`config.mk`:
```
export PLATFORM = sky130hd
export DESIGN_NAME = csf_ctrl
export DESIGN_NICKNAME = d
export VERILOG_FILES = /design/src/rtl/csf_pkg.sv /design/src/rtl/csf_ctrl.sv
export SDC_FILE = /design/constraint.sdc
export NUM_CORES = 1
export LEC_CHECK = 0
export BUFFER_PORTS_ARGS = -buffer_cell sky130_fd_sc_hd__buf_2
export CORE_MARGIN = 5
export CORE_UTILIZATION = 30
export DETAILED_ROUTE_END_ITERATION = 16
export PLACE_DENSITY_LB_ADDON = 0.15
export SYNTH_ARGS = -nofsm -noshare
export SYNTH_HDL_FRONTEND = slang
export SYNTH_SLANG_ARGS = --single-unit
```
`constraint.sdc`:
```
create_clock -name clk_i -period 1.5 [get_ports clk_i]
set_input_delay 0.15 -clock clk_i [delete_from_list [all_inputs] [get_ports clk_i]]
set_output_delay 0.15 -clock clk_i [all_outputs]
set_load 0.1 [all_outputs]
```
`src/rtl/csf_pkg.sv`:
```
`default_nettype none
package csf_pkg;

  localparam int unsigned ROOT_FRAC = 20;
  localparam int unsigned PREF_FRAC = 24;
  localparam logic [21:0] PREF_Q24 = 22'd2965821;

  localparam logic [2:0] CFG_ROWS = 3'd0;
  localparam logic [2:0] CFG_COLS = 3'd1;
  localparam logic [2:0] CFG_S11  = 3'd2;
  localparam logic [2:0] CFG_S12  = 3'd3;
  localparam logic [2:0] CFG_S21  = 3'd4;
  localparam logic [2:0] CFG_S22  = 3'd5;

  localparam logic KIND_WRITE = 1'b0;
  localparam logic KIND_READ  = 1'b1;

  localparam logic [1:0] STATUS_OK    = 2'd0;
  localparam logic [1:0] STATUS_RANGE = 2'd1;
  localparam logic [1:0] STATUS_SAT   = 2'd2;

  localparam int unsigned CNT_W = 5;
  // stencil terms 0..21, then the center read
  localparam logic [CNT_W-1:0] TERM_CENTER = 5'd22;
  localparam logic [CNT_W-1:0] LOAD_AT     = 5'd29;

  typedef struct packed {
    logic             start;
    logic             mem_we;
    logic             issue;
    logic [CNT_W-1:0] k;
    logic             load_result;
    logic             load_range;
  } ctl_cmd_t;

  typedef struct packed {
    logic in_range;
  } dp_stat_t;

  typedef logic [27:0] root1_t [32];
  typedef logic [27:0] root2_t [256];

  function automatic logic [27:0] root_q20(input logic [63:0] p);
    logic [63:0] x;
    logic [63:0] res;
    logic [63:0] b;
    x   = p << (2 * ROOT_FRAC);
    res = 64'd0;
    b   = 64'd1 << 62;
    for (int i = 0; i < 32; i++) begin
      if (x >= res + b) begin
        x   = x - (res + b);
        res = (res >> 1) + b;
      end else begin
        res = res >> 1;
      end
      b = b >> 2;
    end
    if (x > res) res = res + 64'd1;
    return res[27:0];
  endfunction

  function automatic root1_t build_root1();
    root1_t t;
    for (int i = 0; i < 32; i++) t[i] = root_q20(64'(i));
    return t;
  endfunction

  // entry {x,y} holds sqrt(x*(x-1)*y); x and y are 4-bit indexes
  function automatic root2_t build_root2();
    root2_t t;
    int     x;
    int     y;
    for (int i = 0; i < 256; i++) begin
      x = i / 16;
      y = i % 16;
      t[i] = root_q20(64'(x * (x - 1) * y));
    end
    return t;
  endfunction

endpackage
`default_nettype wire

```
`src/rtl/csf_ctrl.sv`:
```
`default_nettype none
module csf_ctrl (
  input  wire logic              clk_i,
  input  wire logic              rst_ni,
  input  wire logic              in_valid_i,
  input  wire logic              in_kind_i,
  output logic                   in_ready_o,
  output logic                   out_valid_o,
  input  wire logic              out_ready_i,
  input  wire csf_pkg::dp_stat_t stat_i,
  output csf_pkg::ctl_cmd_t      cmd_o
);
  import csf_pkg::*;

  typedef enum logic [1:0] {ST_IDLE, ST_RUN, ST_RANGE} state_e;

  state_e           state_q;
  logic [CNT_W-1:0] cnt_q;
  logic             out_valid_q;
  logic             accept, slot_free;

  always_comb begin
    in_ready_o        = state_q == ST_IDLE;
    accept            = in_valid_i && in_ready_o;
    slot_free         = !out_valid_q || out_ready_i;
    cmd_o.start       = accept && stat_i.in_range && (in_kind_i == KIND_READ);
    cmd_o.mem_we      = accept && stat_i.in_range && (in_kind_i == KIND_WRITE);
    cmd_o.issue       = (state_q == ST_RUN) && (cnt_q <= TERM_CENTER);
    cmd_o.k           = cnt_q;
    cmd_o.load_result = (state_q == ST_RUN) && (cnt_q == LOAD_AT) && slot_free;
    cmd_o.load_range  = (state_q == ST_RANGE) && slot_free;
    out_valid_o       = out_valid_q;
  end

  always_ff @(posedge clk_i or negedge rst_ni) begin
    if (!rst_ni) begin
      state_q     <= ST_IDLE;
      cnt_q       <= '0;
      out_valid_q <= 1'b0;
    end else begin
      if (cmd_o.load_result || cmd_o.load_range) out_valid_q <= 1'b1;
      else if (out_ready_i) out_valid_q <= 1'b0;
      case (state_q)
        ST_IDLE: begin
          cnt_q <= '0;
          if (accept && !stat_i.in_range) state_q <= ST_RANGE;
          else if (cmd_o.start) state_q <= ST_RUN;
        end
        ST_RUN: begin
          if (cnt_q != LOAD_AT) cnt_q <= cnt_q + 1'b1;
          if (cmd_o.load_result) state_q <= ST_IDLE;
        end
        ST_RANGE: begin
          if (cmd_o.load_range) state_q <= ST_IDLE;
        end
        default: state_q <= ST_IDLE;
      endcase
    end
  end

  a_load_free: assert property (@(posedge clk_i) disable iff (!rst_ni)
    (cmd_o.load_result || cmd_o.load_range) |-> slot_free)
    else $error("result loaded over a pending item");

  a_start_run: assert property (@(posedge clk_i) disable iff (!rst_ni)
    cmd_o.start |=> (state_q == ST_RUN) && (cnt_q == '0))
    else $error("read did not start the term sequence");

  a_one_cmd: assert property (@(posedge clk_i) disable iff (!rst_ni)
    $onehot0({cmd_o.start, cmd_o.mem_we, cmd_o.issue, cmd_o.load_result,
              cmd_o.load_range}))
    else $error("conflicting datapath commands");

endmodule
`default_nettype wire

```
==> metrics.cfg <==
[outcome]
status=complete, but fails checks
violations=negative setup slack

[detailed_routing]
drt_iter0_drc=3
first_pass_iters=3
num_vias=503
via_per_inst=5.030
wl_mm=1.333
wl_per_cell_microns=13.33
drc=0
drtAntennaViolNets=0

[synth]
yosys.area_share.simple=0.3308
syn_nets=62
synth_seq_cells=8
synth_top_family_by_area=simple AND/OR/NAND/NOR gates
synthesis.area_sq_um=503.0
synthAdderAreaFrac=0.07463
synth_xor_area_frac=0
synth_compound_area_frac=0.1517
yosysSeqAreaShare=0.3980
synth_area_per_cell_sq_um=9.490
synth_warnings=0
postSynthCellCount=53
muxShareOfSynthArea=0
ys_types=28

[min_path]
hold_path_class=input port to flop

[cells_and_area]
antenna_cells=0
drive_above_1_share=0.6429
syn_to_final_growth_pct=78.36
nets=94
fin_util=0.5820

[global_route]
grt_max_degree=9
grt_overflow=0
first_global_vias=512
grt_first_pass_wirelength_mm=2.380
grt_util_all_layers=0.1187
antenna_found_initial=0

[sta]
fin_skew_ns=0.004154
max_freq_ghz=0.5991
fin_ws_ns=-0.1693
maxSlewViolCount=0
hold_viol_final=0
max-slew-margin-rel=0.6787
worstMarginPinSlew_ns=0.4852
min_period_over_period=1.113
period_needed_ns=1.669
rsz0062_at_grt=yes
finalSetupViolations=3
fin_setup_tns_ns=-0.3321

[power]
p_per_area_nw_per_um2=2035
p_leak_nw=0.3891
power.total_w=0.001826
peakVddDrop_mv=1.310

[critical_path]
cp-start-kind=flop
worst_setup_path_end_kind=output port
required_ns=1.35
crit_type=flop to output port
path_max_fanout=5
critPathArrivalTime_ns=1.52

[placement]
dp_hpwl_mm=1.004
gp_congestion=0.7239
port_buffers=17

[clocking]
htree_levels=1
tritoncts=built
clock_latency_ns=0.26
clockBufferDepth=2
root_buffer=clkbuf_4
cts_buffers=3
cts_sinks=8
clkTransAtPathRegs_ns=0.06

[floorplanning]
rows=14
initial_core_util=0.3263
fp.dieH_microns=50.95
die_area_sq_um=2595
ios=18
die_w_microns=50.95
core-area_sq_um=1541

[flow_run]
cap_violations=0

==> kinds of logic after synthesis <==
family,count (synthesis)
and+or+nand+nor,26
adders and majority gates,3
buffers and inverters,5
AOI/OAI and AO/OA,11
DFF,8
==> layer usage <==
metal,GRT usage,wire length (microns),vias to the layer above
met4,0.02553,0,0
li1,-,-,253
met2,0.1756,624,14
met3,0.05814,103,0
met5,0,0,-
met1,0.1558,605,236
==> cell usage after synthesis <==
cell type,number,area [sq um]
and4b_1,1,10.01
nor3_1,2,10.01
nor3b_1,1,7.510
o22ai_1,1,6.260
or3_1,1,6.260
o21bai_1,2,15.01
a21oi_1,3,15.01
nand2_1,3,11.26
buf_4,1,7.510
nor2_4,1,11.26
nand4b_1,1,8.760
o311ai_0,1,8.760
ha_1,3,37.54
a211oi_1,1,7.510
nand3_1,2,10.01
nor3_2,1,10.01
a31oi_1,1,6.260
nor2_1,5,18.77
nor2b_1,2,12.51
nand2b_1,1,6.260
dfrtp_1,8,200.2
nand4_1,1,6.260
nand2b_4,1,13.76
and3_1,1,6.260
o221ai_1,1,8.760
o21ai_2,1,8.760
and4_1,2,17.52
inv_1,4,15.01
==> cell type report <==
| class | instances | area, sq um |
|---|---|---|
| Sequential cell | 8 | 217.7 |
| Clock buffer | 4 | 26.28 |
| Timing Repair Buffer | 28 | 262.8 |
| Fill cell | 136 | 644.4 |
| Inverter | 4 | 17.52 |
| Multi-Input combinational cell | 40 | 352.8 |
| Tap cell | 16 | 20.02 |
==> registers in the layout, summed over array words and instances, names as in the netlist <==
register     cells
cnt_q            5
state_q          2
out_valid_o      1
==> cells in the final DEF, fill, tap and decap left out, types with 2 or more instances in the layout <==
cell      netlist  layout
inv_1           4       3
a21oi_1         3       2
buf_4           1      10
clkbuf_4        0       4
buf_12          0       6
dfrtp_4         0       3
nand2_1         3       3
buf_2           0      10
nor2_4          1       3
dfrtp_2         0       5
ha_1            3       2
nor2_1          5       3
==> worst paths after layout <==
check / slack, ns / cells after the start / start / end
max: -0.17 / 6 / cnt_q[1]$_DFFE_PN0P_ / cmd_o[7]
min: 0.15 / 2 / out_ready_i / out_valid_o$_DFFE_PN0P_
max reg2reg: 0 / 5 / cnt_q[0]$_DFFE_PN0P_ / cnt_q[0]$_DFFE_PN0P_
min reg2reg: 0.56 / 1 / cnt_q[2]$_DFFE_PN0P_ / cnt_q[2]$_DFFE_PN0P_
max in group asynchronous: 1.03 / 2 / rst_ni / cnt_q[1]$_DFFE_PN0P_
min in group asynchronous: 0.27 / 2 / rst_ni / cnt_q[0]$_DFFE_PN0P_
==> critical path, cell delays in order (launching register included) <==
cell and delay [ns]:
dfrtp_4 0.49, buf_4 0.15, buf_4 0.14, nand2_1 0.07
o21bai_2 0.09, a21oi_4 0.14, buf_12 0.18
==> metrics by stage <==
step                area [sq um]  cells  worst slack (ns)  hold slack (ns)
finish                     897.1    100           -0.1693           0.1501
global route               897.1    100           -0.2347           0.1441
CTS                        865.8     98           -0.1989           0.1310
detailed placement         794.5     89           0.06840          0.01010
global placement           794.5     89           0.08604         0.008076
floorplan                  580.6     53           -0.5623          -0.1456
==> where the power goes <==
part / internal [W] / total [W] / leakage [nW] / switching, W
registers: 0.000296 / 0.000395 / 0.0948 / 0.0000990
logic: 0.000423 / 0.00125 / 0.279 / 0.000828
clock network: 0.000102 / 0.000180 / 0.0150 / 0.0000776
total: 0.000821 / 0.00183 / 0.389 / 0.00101
==> timing repair <==
action | CTS | global route
gates resized for setup | 3 | 5
hold buffers | 1 | 0
endpoints found under the setup margin | 4 | 8
buffers inserted | 4 | 3
pin swaps | 5 | 4
hold endpoints to repair | 8 | 0
gates cloned | 0 | 0
(Power assumes the default switching activity.)
